--- config.mk ---
export PLATFORM = sky130hd
export DESIGN_NAME = tga_rle_image_decoder
export DESIGN_NICKNAME = d
export VERILOG_FILES = /design/src/rtl/tgad_pkg.sv /design/src/rtl/tgad_header.sv /design/src/rtl/tgad_pixel.sv /design/src/rtl/tga_rle_image_decoder.sv
export SDC_FILE = /design/constraint.sdc
export NUM_CORES = 1
export LEC_CHECK = 0
export ABC_CLOCK_PERIOD_IN_PS = 9900
export BUFFER_PORTS_ARGS = -buffer_cell sky130_fd_sc_hd__buf_2
export CAP_MARGIN = 20
export CORE_ASPECT_RATIO = 1.2
export CORE_MARGIN = 5
export CORE_UTILIZATION = 30
export CTS_CLUSTER_SIZE = 8
export DETAILED_ROUTE_END_ITERATION = 10
export GPL_TIMING_DRIVEN = 0
export HOLD_SLACK_MARGIN = 0.08
export PLACE_DENSITY = 0.5
export SETUP_SLACK_MARGIN = 0.15
export SYNTH_ARGS = -nofsm -noshare
export SYNTH_HDL_FRONTEND = slang
export SYNTH_HIERARCHICAL = 1
export SYNTH_SLANG_ARGS = --single-unit
--- constraint.sdc ---
create_clock -name clk_i -period 9.9 [get_ports clk_i]
set_clock_uncertainty 0.05 [all_clocks]
set_input_delay 0.495 -clock clk_i [delete_from_list [all_inputs] [get_ports clk_i]]
set_output_delay 0.495 -clock clk_i [all_outputs]
set_load 0.01 [all_outputs]
--- src/rtl/tgad_pkg.sv ---
// Shared types and constants for the TGA true-colour decoder.
// No dependencies; every other file of the block imports it.
package tgad_pkg;

  localparam int unsigned HdrIdxW = 5;
  localparam int unsigned SkipW   = 22;   // id length + colour-map bytes, up to 2097375
  localparam int unsigned PixCntW = 32;

  // Header byte offsets
  localparam logic [HdrIdxW-1:0] HDR_ID_LEN    = 5'd0;
  localparam logic [HdrIdxW-1:0] HDR_TYPE      = 5'd2;
  localparam logic [HdrIdxW-1:0] HDR_CMLEN_LO  = 5'd5;
  localparam logic [HdrIdxW-1:0] HDR_CMLEN_HI  = 5'd6;
  localparam logic [HdrIdxW-1:0] HDR_CM_BITS   = 5'd7;
  localparam logic [HdrIdxW-1:0] HDR_SKIP_CALC = 5'd8;
  localparam logic [HdrIdxW-1:0] HDR_W_LO      = 5'd12;
  localparam logic [HdrIdxW-1:0] HDR_W_HI      = 5'd13;
  localparam logic [HdrIdxW-1:0] HDR_H_LO      = 5'd14;
  localparam logic [HdrIdxW-1:0] HDR_H_HI      = 5'd15;
  localparam logic [HdrIdxW-1:0] HDR_DEPTH     = 5'd16;
  localparam logic [HdrIdxW-1:0] HDR_LAST      = 5'd17;

  localparam logic [7:0] TYPE_RAW = 8'd2;
  localparam logic [7:0] TYPE_RLE = 8'd10;
  localparam logic [4:0] BPP_RGB  = 5'd3;
  localparam logic [4:0] BPP_RGBA = 5'd4;
  localparam int unsigned RunFlagBit = 7;

  typedef enum logic [1:0] {
    KIND_HDR = 2'd0,
    KIND_PIX = 2'd1,
    KIND_ERR = 2'd2
  } kind_e;

  // Decoded header, from the header unit to the rest of the block
  typedef struct packed {
    logic [15:0]        width;
    logic [15:0]        height;
    logic               is_rle;
    logic               alpha;
    logic               fmt_ok;
    logic               empty;
    logic               skip_zero;
    logic               skip_last;
    logic [PixCntW-1:0] pix_total;
  } hdr_t;

  // One decoded pixel beat from the pixel unit
  typedef struct packed {
    logic       emit;
    logic       done;
    logic       need_packet;
    logic [7:0] red;
    logic [7:0] green;
    logic [7:0] blue;
    logic [7:0] alpha;
    logic [7:0] count;
  } pix_t;

endpackage

--- src/rtl/tgad_header.sv ---
// Header unit: byte counter, capture of the used header fields, format check,
// skip length and pixel total. Depends on tgad_pkg.
module tgad_header import tgad_pkg::*; (
  input  logic       clk_i,
  input  logic       rst_ni,
  input  logic       hdr_beat_i,
  input  logic       sof_i,
  input  logic       skip_beat_i,
  input  logic [7:0] data_byte_i,
  output logic       hdr_done_o,
  output hdr_t       hdr_o
);

  logic [HdrIdxW-1:0] idx_q, idx_d, idx_eff;
  logic [SkipW-1:0]   skip_q, skip_d, skip_calc;
  logic [7:0]         id_len_q, type_q, cm_bits_q, depth_q;
  logic [15:0]        cm_len_q, width_q, height_q;
  logic [8:0]         entry_sum;
  logic [5:0]         entry_bytes;

  assign idx_eff    = sof_i ? '0 : idx_q;
  assign hdr_done_o = hdr_beat_i && (idx_eff == HDR_LAST);

  // Round each colour-map entry up to whole bytes
  assign entry_sum   = {1'b0, cm_bits_q} + 9'd7;
  assign entry_bytes = entry_sum[8:3];
  assign skip_calc   = {{(SkipW-8){1'b0}}, id_len_q} +
                       SkipW'(cm_len_q) * SkipW'(entry_bytes);

  always_comb begin
    idx_d  = idx_q;
    skip_d = skip_q;
    if (hdr_beat_i) begin
      idx_d = (idx_eff == HDR_LAST) ? '0 : idx_eff + 1'b1;
      if (idx_eff == HDR_SKIP_CALC) begin
        skip_d = skip_calc;
      end
    end else if (skip_beat_i) begin
      skip_d = skip_q - 1'b1;
    end
  end

  always_ff @(posedge clk_i or negedge rst_ni) begin
    if (!rst_ni) begin
      idx_q  <= '0;
      skip_q <= '0;
    end else begin
      idx_q  <= idx_d;
      skip_q <= skip_d;
    end
  end

  always_ff @(posedge clk_i) begin
    if (hdr_beat_i) begin
      case (idx_eff)
        HDR_ID_LEN:   id_len_q        <= data_byte_i;
        HDR_TYPE:     type_q          <= data_byte_i;
        HDR_CMLEN_LO: cm_len_q[7:0]   <= data_byte_i;
        HDR_CMLEN_HI: cm_len_q[15:8]  <= data_byte_i;
        HDR_CM_BITS:  cm_bits_q       <= data_byte_i;
        HDR_W_LO:     width_q[7:0]    <= data_byte_i;
        HDR_W_HI:     width_q[15:8]   <= data_byte_i;
        HDR_H_LO:     height_q[7:0]   <= data_byte_i;
        HDR_H_HI:     height_q[15:8]  <= data_byte_i;
        HDR_DEPTH:    depth_q         <= data_byte_i;
        default: ;
      endcase
    end
  end

  always_comb begin
    hdr_o.width     = width_q;
    hdr_o.height    = height_q;
    hdr_o.is_rle    = (type_q == TYPE_RLE);
    hdr_o.alpha     = (depth_q[7:3] == BPP_RGBA);
    hdr_o.fmt_ok    = ((type_q == TYPE_RAW) || (type_q == TYPE_RLE)) &&
                      ((depth_q[7:3] == BPP_RGB) || (depth_q[7:3] == BPP_RGBA));
    hdr_o.empty     = (width_q == 16'd0) || (height_q == 16'd0);
    hdr_o.skip_zero = (skip_q == '0);
    hdr_o.skip_last = (skip_q == SkipW'(1));
    hdr_o.pix_total = width_q * height_q;
  end

endmodule

--- src/rtl/tgad_pixel.sv ---
// Pixel unit: packet header decode, pixel byte assembly, run clipping and
// the count of pixels left in the image. Depends on tgad_pkg.
module tgad_pixel import tgad_pkg::*; (
  input  logic       clk_i,
  input  logic       rst_ni,
  input  logic       hdr_load_i,
  input  logic       pkt_beat_i,
  input  logic       data_beat_i,
  input  logic [7:0] data_byte_i,
  input  hdr_t       hdr_i,
  output pix_t       pix_o
);

  logic [7:0]         pkt_rem_q, pkt_rem_d;
  logic               pkt_run_q, pkt_run_d;
  logic [1:0]         pidx_q, pidx_d;
  logic [PixCntW-1:0] pix_rem_q, pix_rem_d, pix_rem_sub;
  logic [23:0]        asm_q;
  logic               last_byte, is_run;
  logic [7:0]         count;
  logic [7:0]         pkt_rem_after;

  assign last_byte = pidx_q == (hdr_i.alpha ? 2'd3 : 2'd2);
  assign is_run    = hdr_i.is_rle && pkt_run_q;

  always_comb begin
    if (is_run) begin
      count         = (pix_rem_q < {{(PixCntW-8){1'b0}}, pkt_rem_q}) ?
                      pix_rem_q[7:0] : pkt_rem_q;
      pkt_rem_after = 8'd0;
    end else begin
      count         = 8'd1;
      pkt_rem_after = (pkt_rem_q != 8'd0) ? pkt_rem_q - 8'd1 : 8'd0;
    end
  end

  assign pix_rem_sub = pix_rem_q - {{(PixCntW-8){1'b0}}, count};

  always_comb begin
    pix_o.emit        = data_beat_i && last_byte;
    pix_o.done        = (pix_rem_sub == '0);
    pix_o.need_packet = hdr_i.is_rle && (pkt_rem_after == 8'd0);
    pix_o.red         = hdr_i.alpha ? asm_q[23:16] : data_byte_i;
    pix_o.green       = asm_q[15:8];
    pix_o.blue        = asm_q[7:0];
    pix_o.alpha       = hdr_i.alpha ? data_byte_i : 8'd0;
    pix_o.count       = count;
  end

  always_comb begin
    pkt_rem_d = pkt_rem_q;
    pkt_run_d = pkt_run_q;
    pidx_d    = pidx_q;
    pix_rem_d = pix_rem_q;
    if (hdr_load_i) begin
      pkt_rem_d = 8'd0;
      pkt_run_d = 1'b0;
      pidx_d    = 2'd0;
      pix_rem_d = hdr_i.pix_total;
    end else if (pkt_beat_i) begin
      pkt_run_d = data_byte_i[RunFlagBit];
      pkt_rem_d = {1'b0, data_byte_i[6:0]} + 8'd1;
      pidx_d    = 2'd0;
    end else if (data_beat_i) begin
      if (last_byte) begin
        pidx_d    = 2'd0;
        pkt_rem_d = pkt_rem_after;
        pix_rem_d = pix_rem_sub;
      end else begin
        pidx_d = pidx_q + 2'd1;
      end
    end
  end

  always_ff @(posedge clk_i or negedge rst_ni) begin
    if (!rst_ni) begin
      pkt_rem_q <= '0;
      pkt_run_q <= 1'b0;
      pidx_q    <= '0;
      pix_rem_q <= '0;
    end else begin
      pkt_rem_q <= pkt_rem_d;
      pkt_run_q <= pkt_run_d;
      pidx_q    <= pidx_d;
      pix_rem_q <= pix_rem_d;
    end
  end

  // Lower pixel bytes; each is rewritten before the pixel that reads it
  always_ff @(posedge clk_i) begin
    if (data_beat_i && !last_byte) begin
      case (pidx_q)
        2'd0:    asm_q[7:0]   <= data_byte_i;
        2'd1:    asm_q[15:8]  <= data_byte_i;
        2'd2:    asm_q[23:16] <= data_byte_i;
        default: ;
      endcase
    end
  end

endmodule

--- src/rtl/tga_rle_image_decoder.sv ---
// Top level of the TGA true-colour decoder: parse phase control and the
// result register. Depends on tgad_pkg, tgad_header and tgad_pixel.
//
// Feed the file one byte per beat, with start_of_file_i high on the first
// byte of each file; that byte restarts the parse wherever it stands. The
// decoder takes one byte every cycle: each byte only updates small counters
// and the header fields, and a result, when the byte completes one, sits in
// the output register from the cycle after the byte is accepted. in_ready_o stays
// high while the output register is empty or being drained, so the stream
// stalls only when the result side stalls. After the 18 header bytes comes
// one result: header info (width, height, has_alpha; last set for an empty
// image) or an error (image type not 2/10, or depth outside 24 to 39 bits),
// after which bytes are dropped until the next start of file. The ID field
// and the colour map, at whole bytes per entry, are skipped. Pixels then come
// out as RGB(A) results with a repeat count of 1 for raw pixels or up to 128
// for a run, clipped so the image ends exactly at width times height pixels;
// last marks that final result and later bytes are dropped.
module tga_rle_image_decoder import tgad_pkg::*; (
  input  logic        clk_i,
  input  logic        rst_ni,
  input  logic        in_valid_i,
  output logic        in_ready_o,
  input  logic [7:0]  data_byte_i,
  input  logic        start_of_file_i,
  output logic        out_valid_o,
  input  logic        out_ready_i,
  output logic [1:0]  kind_o,
  output logic [7:0]  red_o,
  output logic [7:0]  green_o,
  output logic [7:0]  blue_o,
  output logic [7:0]  alpha_o,
  output logic [7:0]  repeat_count_o,
  output logic [15:0] image_width_o,
  output logic [15:0] image_height_o,
  output logic        has_alpha_o,
  output logic        last_o
);

  localparam logic [2:0] PH_HEADER = 3'd0;
  localparam logic [2:0] PH_SKIP   = 3'd1;
  localparam logic [2:0] PH_PACKET = 3'd2;
  localparam logic [2:0] PH_DATA   = 3'd3;
  localparam logic [2:0] PH_DONE   = 3'd4;

  logic [2:0] phase_q, phase_d, phase_eff;
  logic       beat;
  logic       hdr_beat, skip_beat, pkt_beat, data_beat;
  logic       hdr_done, hdr_load;
  hdr_t       hdr;
  pix_t       pix;

  logic        out_valid_q, out_valid_d;
  logic        produce;
  kind_e       kind_d, kind_q;
  logic [7:0]  red_d, red_q, green_d, green_q, blue_d, blue_q, alpha_d, alpha_q;
  logic [7:0]  count_d, count_q;
  logic [15:0] width_d, width_q, height_d, height_q;
  logic        has_alpha_d, has_alpha_q, last_d, last_q;

  // Accept while the result register is empty or drains this cycle
  assign in_ready_o = !out_valid_q || out_ready_i;
  assign beat       = in_valid_i && in_ready_o;

  // Start of file overrides the stored phase for this very byte
  assign phase_eff = start_of_file_i ? PH_HEADER : phase_q;
  assign hdr_beat  = beat && (phase_eff == PH_HEADER);
  assign skip_beat = beat && (phase_eff == PH_SKIP);
  assign pkt_beat  = beat && (phase_eff == PH_PACKET);
  assign data_beat = beat && (phase_eff == PH_DATA);
  assign hdr_load  = hdr_done && hdr.fmt_ok;

  tgad_header u_header (
    .clk_i       (clk_i),
    .rst_ni      (rst_ni),
    .hdr_beat_i  (hdr_beat),
    .sof_i       (start_of_file_i),
    .skip_beat_i (skip_beat),
    .data_byte_i (data_byte_i),
    .hdr_done_o  (hdr_done),
    .hdr_o       (hdr)
  );

  tgad_pixel u_pixel (
    .clk_i       (clk_i),
    .rst_ni      (rst_ni),
    .hdr_load_i  (hdr_load),
    .pkt_beat_i  (pkt_beat),
    .data_beat_i (data_beat),
    .data_byte_i (data_byte_i),
    .hdr_i       (hdr),
    .pix_o       (pix)
  );

  // Advance the parse phase
  always_comb begin
    phase_d = phase_q;
    if (beat) begin
      phase_d = phase_eff;
      case (phase_eff)
        PH_HEADER: begin
          if (hdr_done) begin
            if (!hdr.fmt_ok || hdr.empty) begin
              phase_d = PH_DONE;
            end else if (!hdr.skip_zero) begin
              phase_d = PH_SKIP;
            end else begin
              phase_d = hdr.is_rle ? PH_PACKET : PH_DATA;
            end
          end
        end
        PH_SKIP: begin
          if (hdr.skip_last) begin
            phase_d = hdr.is_rle ? PH_PACKET : PH_DATA;
          end
        end
        PH_PACKET: phase_d = PH_DATA;
        PH_DATA: begin
          if (pix.emit) begin
            if (pix.done) begin
              phase_d = PH_DONE;
            end else if (pix.need_packet) begin
              phase_d = PH_PACKET;
            end
          end
        end
        PH_DONE: phase_d = PH_DONE;
        default: phase_d = PH_DONE;
      endcase
    end
  end

  // Build the result of this byte, if it completes one
  always_comb begin
    produce     = hdr_done || pix.emit;
    kind_d      = KIND_HDR;
    red_d       = 8'd0;
    green_d     = 8'd0;
    blue_d      = 8'd0;
    alpha_d     = 8'd0;
    count_d     = 8'd0;
    width_d     = 16'd0;
    height_d    = 16'd0;
    has_alpha_d = 1'b0;
    last_d      = 1'b0;
    if (hdr_done) begin
      if (!hdr.fmt_ok) begin
        kind_d = KIND_ERR;
        last_d = 1'b1;
      end else begin
        kind_d      = KIND_HDR;
        width_d     = hdr.width;
        height_d    = hdr.height;
        has_alpha_d = hdr.alpha;
        last_d      = hdr.empty;
      end
    end else begin
      kind_d      = KIND_PIX;
      red_d       = pix.red;
      green_d     = pix.green;
      blue_d      = pix.blue;
      alpha_d     = pix.alpha;
      count_d     = pix.count;
      has_alpha_d = hdr.alpha;
      last_d      = pix.done;
    end
  end

  // Hold the result until taken; a new one may load in the same cycle
  always_comb begin
    out_valid_d = out_valid_q;
    if (beat && produce) begin
      out_valid_d = 1'b1;
    end else if (out_ready_i) begin
      out_valid_d = 1'b0;
    end
  end

  always_ff @(posedge clk_i or negedge rst_ni) begin
    if (!rst_ni) begin
      phase_q     <= PH_HEADER;
      out_valid_q <= 1'b0;
    end else begin
      phase_q     <= phase_d;
      out_valid_q <= out_valid_d;
    end
  end

  always_ff @(posedge clk_i) begin
    if (beat && produce) begin
      kind_q      <= kind_d;
      red_q       <= red_d;
      green_q     <= green_d;
      blue_q      <= blue_d;
      alpha_q     <= alpha_d;
      count_q     <= count_d;
      width_q     <= width_d;
      height_q    <= height_d;
      has_alpha_q <= has_alpha_d;
      last_q      <= last_d;
    end
  end

  assign out_valid_o    = out_valid_q;
  assign kind_o         = kind_q;
  assign red_o          = red_q;
  assign green_o        = green_q;
  assign blue_o         = blue_q;
  assign alpha_o        = alpha_q;
  assign repeat_count_o = count_q;
  assign image_width_o  = width_q;
  assign image_height_o = height_q;
  assign has_alpha_o    = has_alpha_q;
  assign last_o         = last_q;

endmodule
Word level (Yosys, flattened, before mapping)
Cells that the tools add are included.
{"block": "totals", "regBits": 254, "inputBits": 13, "out_inout_bits": 78, "wordCells": 165}
{"block": "op_classes", "add_sub_neg": 8, "mul": 2, "order_cmp": 1, "n_eq_ne": 24, "mux": 42, "bitwise_logic": 1, "reduce_logical": 56}
{"op": "$mux 32", "n": 4}
{"op": "$mux 8", "n": 9}
{"op": "$mux 22", "n": 3}
{"op": "$logic_not 16->1", "n": 2}
{"op": "$logic_not 32->1", "n": 1}
{"op": "$lt 32x8->1", "n": 1}
{"op": "$mul 16x16->32", "n": 1}
{"op": "$reduce_and 2->1", "n": 16}
{"op": "$sub 32x8->32", "n": 1}
{"op": "$eq 5x4->1 const B", "n": 5}
{"op": "$add 8x22->22", "n": 1}
{"op": "$eq 22x1->1 const B", "n": 1}
{"op": "$logic_not 22->1", "n": 1}
{"op": "$mul 16x6->22", "n": 1}
{"op": "$sub 22x1->22 const B", "n": 1}
{"op": "$mux 3", "n": 7}
{"op": "$eq 5x3->1 const B", "n": 4}
{"op": "$logic_and 1x1->1", "n": 13}
{"op": "$mux 2", "n": 6}
{"op": "$pmux 3 s4", "n": 1}
{"op": "$eq 5x2->1 const B", "n": 2}
{"op": "$eq 5x5->1 const B", "n": 2}
{"op": "$mux 1", "n": 10}
{"op": "$mux 5", "n": 2}
{"op": "26 further kinds", "n": 39}

Longest topological paths before layout
Gate-level depths: netlist of run 1.
{"block": "logic_depth", "ltp_word": 9, "ltp_mapped": 25, "ltp_nobuf": 23}

By module
Netlist of run 1, hierarchy kept.
{"mod": "tgad_header", "instances": 1, "cells_per_inst": 1732, "area_each_um2": 16393.2, "seq_area_each_um2": 2987.9}
{"mod": "tgad_pixel", "instances": 1, "cells_per_inst": 486, "area_each_um2": 4520.6, "seq_area_each_um2": 1796.7}
{"mod": "tga_rle_image_decoder", "instances": 1, "cells_per_inst": 206, "area_each_um2": 3178.0, "seq_area_each_um2": 2382.3}

Worst setup path before layout of run 1
No wires, ideal clock.
{"block": "synth_path", "path_type": "input port to flip-flop", "start": "in out_ready_i", "end": "reg alpha_q[0], in the netlist alpha_o[0], enable pin", "setup_ps": 511, "arrival_time_ps": 5524, "t_required_ps": 9339, "path_slack_ps": 3815, "cell_stages": 12, "path_buffers": 5, "path_cell_list": "nand2b_1 > nand2_2 > nor2_1 > clkbuf_1 > clkbuf_1 > nand2_1 > nor2_1 > clkbuf_2 > buf_4 > buf_2 > nor2_1 > nor2_1"}
{"block": "synth_via", "elab_chain_cells": 6, "elab_cells_between_ends": 8, "cone_classes": "reduce/logical (8)"}
{"element": "start, declared", "line_no": "tga_rle_image_decoder.sv:26", "rtl": "input logic out_ready_i,"}
{"element": "$logic_or 1x1->1", "line_no": "tga_rle_image_decoder.sv:61", "rtl": "assign in_ready_o = !out_valid_q || out_ready_i;"}
{"element": "$logic_and 1x1->1", "line_no": "tga_rle_image_decoder.sv:62", "rtl": "assign beat = in_valid_i && in_ready_o;"}
{"element": "$logic_and 1x1->1", "line_no": "tga_rle_image_decoder.sv:66", "rtl": "assign hdr_beat = beat && (phase_eff == PH_HEADER);"}
{"element": "net hdr_beat", "line_no": "tga_rle_image_decoder.sv:47", "rtl": "logic hdr_beat, skip_beat, pkt_beat, data_beat;"}
{"element": "$logic_and 1x1->1", "line_no": "tgad_header.sv:22", "rtl": "assign hdr_done_o = hdr_beat_i && (idx_eff == HDR_LAST);"}
{"element": "net hdr_done", "line_no": "tga_rle_image_decoder.sv:48", "rtl": "logic hdr_done, hdr_load;"}
{"element": "$logic_or 1x1->1", "line_no": "tga_rle_image_decoder.sv:134", "rtl": "produce = hdr_done || pix.emit;"}
{"element": "$logic_and 1x1->1", "line_no": "tga_rle_image_decoder.sv:189", "rtl": "if (beat && produce) begin"}
{"element": "end signal, assigned", "line_no": "tga_rle_image_decoder.sv:194", "rtl": "alpha_q <= alpha_d;"}
{"element": "end, declared", "line_no": "tga_rle_image_decoder.sv:55", "rtl": "logic [7:0] red_d, red_q, green_d, green_q, blue_d, blue_q, alpha_d, alpha_q;"}
The timed path passes the listed nets, and every way through them passes these cells.
A chain may end at the register's enable or synchronous reset.

==> impl_metrics.env, run 1 <==
export IMPL_fp_dieH_um=320
export IMPL_gr_total_overflow=0
export IMPL_crit_path_max_fanout=10
export IMPL_slew_headroom=0.335
export IMPL_clock_path_buffers=3
export IMPL_cts_buffers=39
export IMPL_timing_hold_violations_final=0
export IMPL_drt_iter0_drc=1055
export IMPL_yosysTopAreaCellShare=0.221
export IMPL_worstMarginPinSlew_ns=0.994
export IMPL_rsz0062_at_grt="false"
export IMPL_cts_tree="yes"
export IMPL_max_cap_viol_count=0
export IMPL_n_fill_cell=8251
export IMPL_grt_pass1_wl_um=111000
export IMPL_syn_num_nets=2874
export IMPL_wirelength_um=71800
export IMPL_clk_pin_slew_ns=0.05
export IMPL_async_flop_share=0.295
export IMPL_pre_cts_ws_ns=2.43
export IMPL_root_buffer="clkbuf_16"
export IMPL_ant_nets=0
export IMPL_cp_num_buf_inv=4
export IMPL_crit_path_end_kind="flip-flop"
export IMPL_post_drt_wl_per_cell_um=19.8
export IMPL_core_area_mm2=0.0795
export IMPL_worst_slack_ns=2.33
export IMPL_p_leak_nw=11.8
export IMPL_finalNetCount=3011
export IMPL_syn_avg_cell_area_um2=9.94
export IMPL_dp_hpwl_um=55800
export IMPL_synth_flop_cell="edfxtp_1"
export IMPL_postLayoutCoreUtil=0.342
export IMPL_cp_slowest_cell="edfxtp_1"
export IMPL_ff2ff_path_depth=21
export IMPL_first_global_vias=19300
export IMPL_die_area_mm2=0.0861
export IMPL_synth_top_area_cell="edfxtp_1"
export IMPL_r2r_start="u_header/width_q[11]"
export IMPL_setup_violations_final=0
export IMPL_initial_core_util=0.303
export IMPL_clk_latency_ns=0.56
export IMPL_hold_ws_ns=0.233
export IMPL_area_growth_pct=12.6
export IMPL_synth_edff_count=177
export IMPL_synth_area_mm2=0.0241
export IMPL_peakVddDrop_mv=0.111
export IMPL_htreeDepth=2
export IMPL_fmax_mhz=132
export IMPL_synthCells=2424
export IMPL_vias=18000
export IMPL_tns_ns=0
export IMPL_grt_max_degree=64
export IMPL_layout_common_cells="inv_1, fa_1, nand2_1"
export IMPL_cp_arrival_ns=7.97
export IMPL_row_count=113
export IMPL_path_delay_family="adder cells"
export IMPL_worstSetupStartpointType="flip-flop"
export IMPL_final_common_cell="inv_1"
export IMPL_cp_common_cell="fa_1"
export IMPL_io_pins=91
export IMPL_postCtsSetupBuffers=0
export IMPL_worstHoldEndpoint="phase_q[2]"
export IMPL_die_w_um=269
export IMPL_antenna_found_initial=6
export IMPL_drive_above_1_share=0.0885
export IMPL_holdPathStages=3
export IMPL_regToRegEndpoint="u_pixel/pix_rem_q[28]"
export IMPL_yosys_top_cells_area="edfxtp_1, fa_1, ha_1"
export IMPL_gp_congestion=0.895
export IMPL_grt_usage=0.165
export IMPL_cp_required_ns=10.30
export IMPL_min_from="in_valid_i"
export IMPL_r2r_slack_ns=2.33
export IMPL_slew_violations=0
export IMPL_fin_crit_ns=7.57
export IMPL_via_per_inst=4.96
export IMPL_criticalPathCategory="reg -> reg"
export IMPL_drcViolationCount=0
export IMPL_ys_seq_elements=251
export IMPL_crit_chain="clkbuf_1, nand2_1, fa_1, fa_1, fa_1, inv_1, fa_1, fa_1, inv_1, fa_1, inv_1, ha_1, nand3_1, nor3_1, o31ai_1, a21oi_1, o31ai_1, o21ai_0, mux2i_1, nand2_1, o21ai_0"
export IMPL_synth_cell_types=98
export IMPL_portBuffers=90
export IMPL_cp_slowest_stage_delay_ns=0.75
export IMPL_min_path_type="in -> reg"
export IMPL_p_per_area_mw_per_mm2=125
export IMPL_status="completed"
export IMPL_drt_pre_antenna_iters=5
export IMPL_period_share=0.764
export IMPL_seq_area_frac_synth=0.297
export IMPL_yosysWarnings=6
export IMPL_cts_sinks=251
[per-stage QoR]
stage	cell area [µm²]	total power [mW]	cells
2_1_floorplan	24100	1.91	2424
3_3_place_gp	25800	2.13	3549
3_5_place_dp	26000	2.14	3554
4_1_cts	27100	3.43	3624
5_1_grt	27100	3.58	3624
6_report	27100	3.39	3629
[area by class of cell]
type / instances / area [µm²] / share of cell area
inverter: 300 / 1130 / 0.0415
clock buffer: 63 / 1080 / 0.0396
tap: 1035 / 1290 / 0.0477
buffer: 111 / 498 / 0.0183
multi-input combinational: 1762 / 15300 / 0.564
clock inverter: 6 / 76.3 / 0.00281
timing repair buffer: 96 / 573 / 0.0211
antenna: 5 / 12.5 / 0.000461
sequential: 251 / 7170 / 0.264
[cells by family after synthesis]
logic type	count (synthesis)	share of synthesized area
muxes	36	0.0158
AOI/OAI and AO/OA	323	0.0869
adders and majority gates	437	0.307
and+or+nand+nor	881	0.194
DFF	251	0.297
buffers and inverters	411	0.0674
xor gates and xnor gates	85	0.0309
[worst min-delay path, delay by kind of cell]
family | cells | cell delay, ns
AO/OA/AOI/OAI | 1 | 0.12
buffers and inverters | 1 | 0.13
AND/OR/NAND/NOR | 1 | 0.05
[timing repair]
item / in CTS / in global routing
hold endpoints to repair: 74 / 0
hold buffers: 1 / 0
gates resized for setup: 0 / 0
endpoints found under the setup margin: 0 / 0
[routing by layer]
layer | vias up | track usage | routed length (µm)
li1 | 8348 | - | -
met1 | 9079 | 0.209 | 29700
met2 | 453 | 0.290 | 36100
met3 | 115 | 0.0248 | 3450
met4 | 2 | 0.0545 | 2540
met5 | - | 0 | 13
[worst max-delay path by stage]
stage	depth (start not counted)	endpoint	startpoint	slack, ns
3_5_place_dp	21	u_pixel/pix_rem_q[28]	u_header/width_q[10]	2.43
4_1_cts	21	u_pixel/pix_rem_q[28]	u_header/width_q[11]	2.40
5_1_grt	21	u_pixel/pix_rem_q[28]	u_header/width_q[11]	2.08
3_3_place_gp	13	blue_o[6]	out_ready_i	0.51
2_1_floorplan	12	alpha_o[0]	out_ready_i	3.81
6_report	21	u_pixel/pix_rem_q[28]	u_header/width_q[11]	2.33
[power by group]
part           internal, mW  switching (mW)
logic                 0.349           0.525
registers              1.19          0.0755
clock network         0.768           0.489
[state kept, by name, indices dropped and copies added (netlist names), 16 cells and up]
| register | cells |
|---|---|
| u_header/height_q | 16 |
| u_pixel/asm_q | 24 |
| image_width_o | 16 |
| u_header/cm_len_q | 16 |
| u_header/skip_q | 22 |
| image_height_o | 16 |
| u_header/width_q | 16 |
| u_pixel/pix_rem_q | 32 |
[cells in the mapped netlist, types with 32 or more instances]
library cell,number
and2_1,161
clkbuf_1,84
ha_1,180
fa_1,257
nand3_1,32
xnor2_1,52
nor3_1,42
nor2_1,118
inv_1,300
o21ai_0,76
nand2_1,241
dfrtp_1,74
edfxtp_1,177
nor2b_1,110
and3_1,42
xor2_1,33
a21oi_1,88
Power figures use the tool's default switching activity.
==> inputs of run 2 (changes only) <==
ABC_CLOCK_PERIOD_IN_PS = 6610   (was 9900)
PLACE_DENSITY = 0.51   (was 0.5)
clock period = 6.61 ns   (was 9.9 ns; I/O delays follow)
==> run 2 against run 1 <==
Net effect:
- die area unchanged
- maximum frequency rose by 19%
- sequential cell count is the same
- cell area rose by 2.5%
- clock power increased by 40%
==> impl_metrics.env, run 2 (synthesized netlist as in run 1, its figures left out) <==
export IMPL_cp_arrival_ns=6.72
export IMPL_cp_common_cell="fa_1"
export IMPL_ant_nets=0
export IMPL_drcViolationCount=0
export IMPL_crit_chain="clkbuf_2, nand2_1, fa_1, fa_1, fa_1, fa_1, fa_1, fa_1, inv_1, ha_1, clkbuf_2, a21oi_1, o21ai_2, a211oi_2, o31ai_4, a31o_1, a31oi_1, xnor2_1, mux2_2"
export IMPL_top_regs="u_pixel/pix_rem_q: 32 flops, u_pixel/asm_q: 24 flops, u_header/skip_q: 22 flops"
export IMPL_regToRegEndpoint="u_pixel/pix_rem_q[25]"
export IMPL_cp_slowest_cell="edfxtp_1"
export IMPL_root_buffer="clkbuf_16"
export IMPL_vias=18500
export IMPL_drt_iter0_drc=1283
export IMPL_first_global_vias=19100
export IMPL_grt_max_degree=63
export IMPL_row_count=113
export IMPL_grt_usage=0.167
export IMPL_finalNetCount=3068
export IMPL_crit_path_max_fanout=10
export IMPL_clk_pin_slew_ns=0.05
export IMPL_die_w_um=269
export IMPL_clock_path_buffers=3
export IMPL_crit_path_end_kind="flip-flop"
export IMPL_wirelength_um=73100
export IMPL_crit_start="u_header/height_q[14]"
export IMPL_core_area_mm2=0.0795
export IMPL_portBuffers=90
export IMPL_criticalPathCategory="reg -> reg"
export IMPL_initial_core_util=0.303
export IMPL_htreeDepth=2
export IMPL_seqPwrFrac=0.377
export IMPL_p_sw_frac=0.320
export IMPL_rsz0062_at_grt="true"
export IMPL_path_delay_family="adder cells"
export IMPL_die_area_mm2=0.0861
export IMPL_power_frac_comb=0.274
export IMPL_drt_pre_antenna_iters=6
export IMPL_p_int_mw=3.42
export IMPL_period_share=0.962
export IMPL_dp_hpwl_um=54700
export IMPL_max_cap_viol_count=0
export IMPL_r2r_slack_ns=0.25
export IMPL_peakVddDrop_mv=0.200
export IMPL_r2r_start="u_header/height_q[14]"
export IMPL_timing_hold_violations_final=0
export IMPL_place_inst=3553
export IMPL_cp_num_buf_inv=3
export IMPL_slew_headroom=0.413
export IMPL_via_per_inst=5.02
export IMPL_regMostFlops="u_pixel/pix_rem_q"
export IMPL_stdcell_count=3679
export IMPL_fmax_mhz=157
export IMPL_area_growth_pct=15.4
export IMPL_p_per_area_mw_per_mm2=181
export IMPL_p_leak_nw=12.2
export IMPL_io_pins=91
export IMPL_slew_violations=0
export IMPL_worstMarginPinSlew_ns=0.877
export IMPL_largest_reg_flops=32
export IMPL_gp_congestion=0.895
export IMPL_drive_above_1_share=0.132
export IMPL_layout_common_cells="inv_1, fa_1, nand2_1"
export IMPL_post_drt_wl_per_cell_um=19.9
export IMPL_clk_latency_ns=0.54
export IMPL_n_fill_cell=8133
export IMPL_setup_violations_final=0
export IMPL_min_path_type="in -> async"
export IMPL_clkPwrFrac=0.350
export IMPL_cp_required_ns=6.97
export IMPL_fin_crit_ns=6.36
export IMPL_netSwitchingPower_mw=1.61
export IMPL_worstSetupStartpointType="flip-flop"
export IMPL_grt_pass1_wl_um=112000
export IMPL_gr_total_overflow=0
export IMPL_cts_sinks=251
export IMPL_cp_slowest_stage_delay_ns=0.57
export IMPL_cts_tree="yes"
export IMPL_status="completed"
export IMPL_p_total_mw=5.03
export IMPL_final_common_cell="inv_1"
export IMPL_antenna_found_initial=4
export IMPL_fp_dieH_um=320
export IMPL_cts_buffers=37
export IMPL_ff2ff_path_depth=19
## run 2: metal layers
layer,wire length [µm],up-vias,track usage
met4,2660,4,0.0513
met1,30200,9306,0.212
met3,3510,142,0.0259
li1,-,8479,-
met5,30,-,0
met2,36700,544,0.292
## run 2: power by group through the flow
stage	clock [mW]	combinational, mW	sequential (mW)
2_1_floorplan	0	0.988	1.88
3_3_place_gp	0	1.28	1.92
3_5_place_dp	0	1.29	1.92
4_1_cts	1.81	1.31	1.89
5_1_grt	1.89	1.51	1.90
6_report	1.76	1.38	1.89
## run 2: what timing repair did
item | 4_1_cts | 5_1_grt
buffers inserted | 34 | 25
pin swaps | 3 | 16
gates resized for setup | 61 | 78
hold endpoints to repair | 75 | 0
hold buffers | 2 | 0
endpoints found under the setup margin | 22 | 22
## run 2: how the worst max path moves through the flow
stage | slack [ns] | cells past startpoint | endpoint
2_1_floorplan | 0.64 | 12 | alpha_o[0]
3_3_place_gp | -1.69 | 13 | image_width_o[0]
3_5_place_dp | -0.72 | 21 | u_pixel/pix_rem_q[28]
4_1_cts | 0.1 | 21 | u_pixel/pix_rem_q[28]
5_1_grt | 0.07 | 21 | u_pixel/pix_rem_q[25]
6_report | 0.25 | 19 | u_pixel/pix_rem_q[25]
## run 2: final cells by class
type / instances / area [µm²] / share of cell area
Antenna cell: 2 / 5.00 / 0.000180
Buffer: 111 / 632 / 0.0227
Clock buffer: 60 / 1030 / 0.0372
Clock inverter: 3 / 41.3 / 0.00148
Inverter: 300 / 1130 / 0.0405
Multi-Input combinational cell: 1762 / 15500 / 0.557
Sequential cell: 251 / 7170 / 0.258
Tap cell: 1035 / 1290 / 0.0466
Timing Repair Buffer: 155 / 1020 / 0.0365
## run 2: per-stage QoR
stage	instance area (µm²)	worst slack (ns)	util	hold WS, ns	setup TNS [ns]
after global placement	25800	-1.69	0.325	0.475	-134.81
after CTS	27400	0.0978	0.345	0.132	0
after global routing	27800	0.0652	0.350	0.144	0
final	27800	0.252	0.350	0.147	0
after detailed placement	25900	-0.716	0.326	0.162	-6.66
after floorplan	24100	0.635	-	-0.0151	0
==> inputs of run 3 (changes only) <==
CORE_UTILIZATION = 40   (was 30)
PLACE_DENSITY = 0.63   (was 0.51)
SYNTH_HIERARCHICAL = not set   (was 1)
TNS_END_PERCENT = 30   (was not set)
==> run 3 against run 2 <==
Net effect:
- combinational power is 39% higher
- critical endpoint is now u_pixel.pix_rem_q[28]
- critical path depth increased by 1
- hold slack got worse by 0.018 ns
- die area is 26% lower
- via count shrank 1.9%
==> impl_metrics.env, run 3 <==
export IMPL_synth_area_mm2=0.0233
export IMPL_cts_tree="yes"
export IMPL_regMostFlops="u_pixel.pix_rem_q"
export IMPL_fmax_mhz=156
export IMPL_crit_path_end_kind="flip-flop"
export IMPL_antenna_found_initial=1
export IMPL_grt_pass1_wl_um=107000
export IMPL_async_flop_share=0.295
export IMPL_syn_num_nets=2846
export IMPL_r2r_start="u_header.width_q[15]"
export IMPL_synth_edff_count=177
export IMPL_power_frac_comb=0.344
export IMPL_p_per_area_mw_per_mm2=210
export IMPL_synth_flop_cell="edfxtp_1"
export IMPL_clk_latency_ns=0.55
export IMPL_dp_hpwl_um=51200
export IMPL_yosysWarnings=0
export IMPL_wirelength_um=67400
export IMPL_ant_nets=0
export IMPL_cts_buffers=38
export IMPL_drt_pre_antenna_iters=5
export IMPL_seq_area_frac_synth=0.307
export IMPL_yosysTopAreaCellShare=0.228
export IMPL_pre_cts_ws_ns=-1.09
export IMPL_portBuffers=89
export IMPL_grt_usage=0.214
export IMPL_peakVddDrop_mv=0.141
export IMPL_netSwitchingPower_mw=1.95
export IMPL_p_total_mw=5.58
export IMPL_max_cap_viol_count=0
export IMPL_status="completed"
export IMPL_synth_top_area_cell="edfxtp_1"
export IMPL_clk_pin_slew_ns=0.05
export IMPL_gp_congestion=0.935
export IMPL_worst_slack_ns=0.210
export IMPL_p_leak_nw=12.1
export IMPL_seqPwrFrac=0.334
export IMPL_io_pins=91
export IMPL_synth_commonest_cells="nand2_1, inv_1, fa_1"
export IMPL_fp_dieH_um=275
export IMPL_root_buffer="clkbuf_16"
export IMPL_min_path_type="in -> async"
export IMPL_area_growth_pct=13.8
export IMPL_setup_violations_final=0
export IMPL_cp_required_ns=6.96
export IMPL_cp_arrival_ns=6.75
export IMPL_ys_seq_elements=251
export IMPL_worstSetupStartpointType="flip-flop"
export IMPL_yosysMostFrequentCell="nand2_1"
export IMPL_finalNetCount=3010
export IMPL_grt_max_degree=68
export IMPL_period_share=0.968
export IMPL_crit_start="u_header.width_q[15]"
export IMPL_p_int_mw=3.63
export IMPL_cts_sinks=251
export IMPL_row_count=97
export IMPL_criticalPathCategory="reg -> reg"
export IMPL_gr_total_overflow=0
export IMPL_stdcell_count=3322
export IMPL_place_inst=3231
export IMPL_slew_headroom=0.300
export IMPL_first_global_vias=19100
export IMPL_clock_path_buffers=3
export IMPL_post_drt_wl_per_cell_um=20.3
export IMPL_synthCells=2396
export IMPL_final_common_cell="nand2_1"
export IMPL_fin_crit_ns=6.40
export IMPL_drt_iter0_drc=1314
export IMPL_worstMarginPinSlew_ns=1.05
export IMPL_ff2ff_path_depth=20
export IMPL_die_area_mm2=0.0633
export IMPL_postLayoutCoreUtil=0.457
export IMPL_drcViolationCount=0
export IMPL_vias=18100
export IMPL_syn_avg_cell_area_um2=9.74
export IMPL_top_regs="u_pixel.pix_rem_q: 32 flops, u_pixel.asm_q: 24 flops, u_header.skip_q: 22 flops"
export IMPL_drive_above_1_share=0.106
export IMPL_layout_common_cells="nand2_1, inv_1, fa_1"
export IMPL_timing_hold_violations_final=0
export IMPL_synth_cell_types=79
export IMPL_htreeDepth=2
export IMPL_die_w_um=230
export IMPL_tns_ns=0
export IMPL_yosys_top_cells_area="edfxtp_1, fa_1, ha_1"
export IMPL_via_per_inst=5.46
export IMPL_crit_path_max_fanout=10
export IMPL_core_area_mm2=0.0581
export IMPL_slew_violations=0
export IMPL_p_sw_frac=0.349
export IMPL_clkPwrFrac=0.322
export IMPL_largest_reg_flops=32
export IMPL_initial_core_util=0.401
export IMPL_rsz0062_at_grt="true"
-- run 3: cell count changes after synthesis, moves of 7 or more --
| cell | delta |
|---|---|
| o22ai_1 | -8 |
| nor2b_1 | -95 |
| inv_1 | +29 |
| o21ai_0 | +26 |
| or3_1 | -7 |
| nand3_1 | +10 |
| mux2_2 | -13 |
| xor2_1 | -18 |
| and2_1 | -27 |
| buf_4 | -18 |
| and3_1 | +11 |
| nor2_1 | -24 |
| nor3_1 | +25 |
| nand2_1 | +100 |
-- run 3: power groups by stage --
stage / registers (mW) / logic (mW) / clock network, mW
detailed placement: 1.89 / 1.76 / 0
global route: 1.87 / 2.13 / 1.91
global placement: 1.89 / 1.74 / 0
floorplan: 1.86 / 1.30 / 0
CTS: 1.86 / 1.83 / 1.84
finish: 1.86 / 1.92 / 1.80
-- run 3: logic make-up after synthesis --
family	synth area share
fa+ha+maj	0.317
flops	0.307
xor+xnor	0.0270
mux	0.00955
compound gates	0.0855
buf+inv	0.0695
simple gates	0.184
-- run 3: what timing repair did --
item / CTS / global route
endpoints found under the setup margin: 24 / 21
buffers inserted: 18 / 12
endpoints found under the hold margin: 74 / 0
hold buffers: 1 / 0
gates resized for setup: 85 / 80
pin swaps: 3 / 9
-- run 3: metrics by stage --
step / hold slack [ns] / area (µm²)
after global routing: 0.133 / 26500
after detailed placement: 0.148 / 24800
final: 0.129 / 26600
after global placement: 0.408 / 24700
after floorplan: -0.0151 / 23300
after CTS: 0.0987 / 26300
-- run 3: critical path, cell delays in order, from the launching register on --
cell and delay, ns:
edfxtp_1 0.48, buf_2 0.32, nand2_1 0.12, fa_1 0.55, inv_1 0.06, fa_1 0.53, inv_1 0.05, fa_1 0.47
fa_1 0.51, fa_1 0.54, inv_1 0.05, fa_1 0.44, ha_1 0.37, a311oi_1 0.30, o211ai_1 0.14, a31o_2 0.28
a311oi_4 0.40, o31ai_2 0.10, a21oi_1 0.16, xor2_1 0.22, o21ai_0 0.10
-- run 3: final timing paths --
check	to	slack (ns)
setup / recovery	u_pixel.pix_rem_q[28]	0.21
hold / removal	u_pixel.pix_rem_q[30]	0.13
setup reg to reg	u_pixel.pix_rem_q[28]	0.21
hold reg to reg	u_header.idx_q[4]	0.45
max in group asynchronous	u_header.skip_q[21]	5.76
min in group clk_i	phase_q[2]	0.13
-- run 3: area by class of cell --
class                      instances  area (µm²)
fill                            5524       31600
multi-input combinational       1717       14700
sequential                       251        7170
inverter                         329        1230
clock buffer                      53        1030
tap                              742         928
timing repair buffer             125         762
buffer                            98         619
clock inverter                     5        71.3
antenna                            2        5.00
-- run 3: layer usage --
| metal | vias up | routed length, µm | global-route usage |
|---|---|---|---|
| met5 | - | 0 | 0 |
| met4 | 0 | 3640 | 0.107 |
| met3 | 169 | 3230 | 0.0273 |
| met2 | 581 | 34600 | 0.385 |
| met1 | 9082 | 25900 | 0.253 |
| li1 | 8298 | - | - |
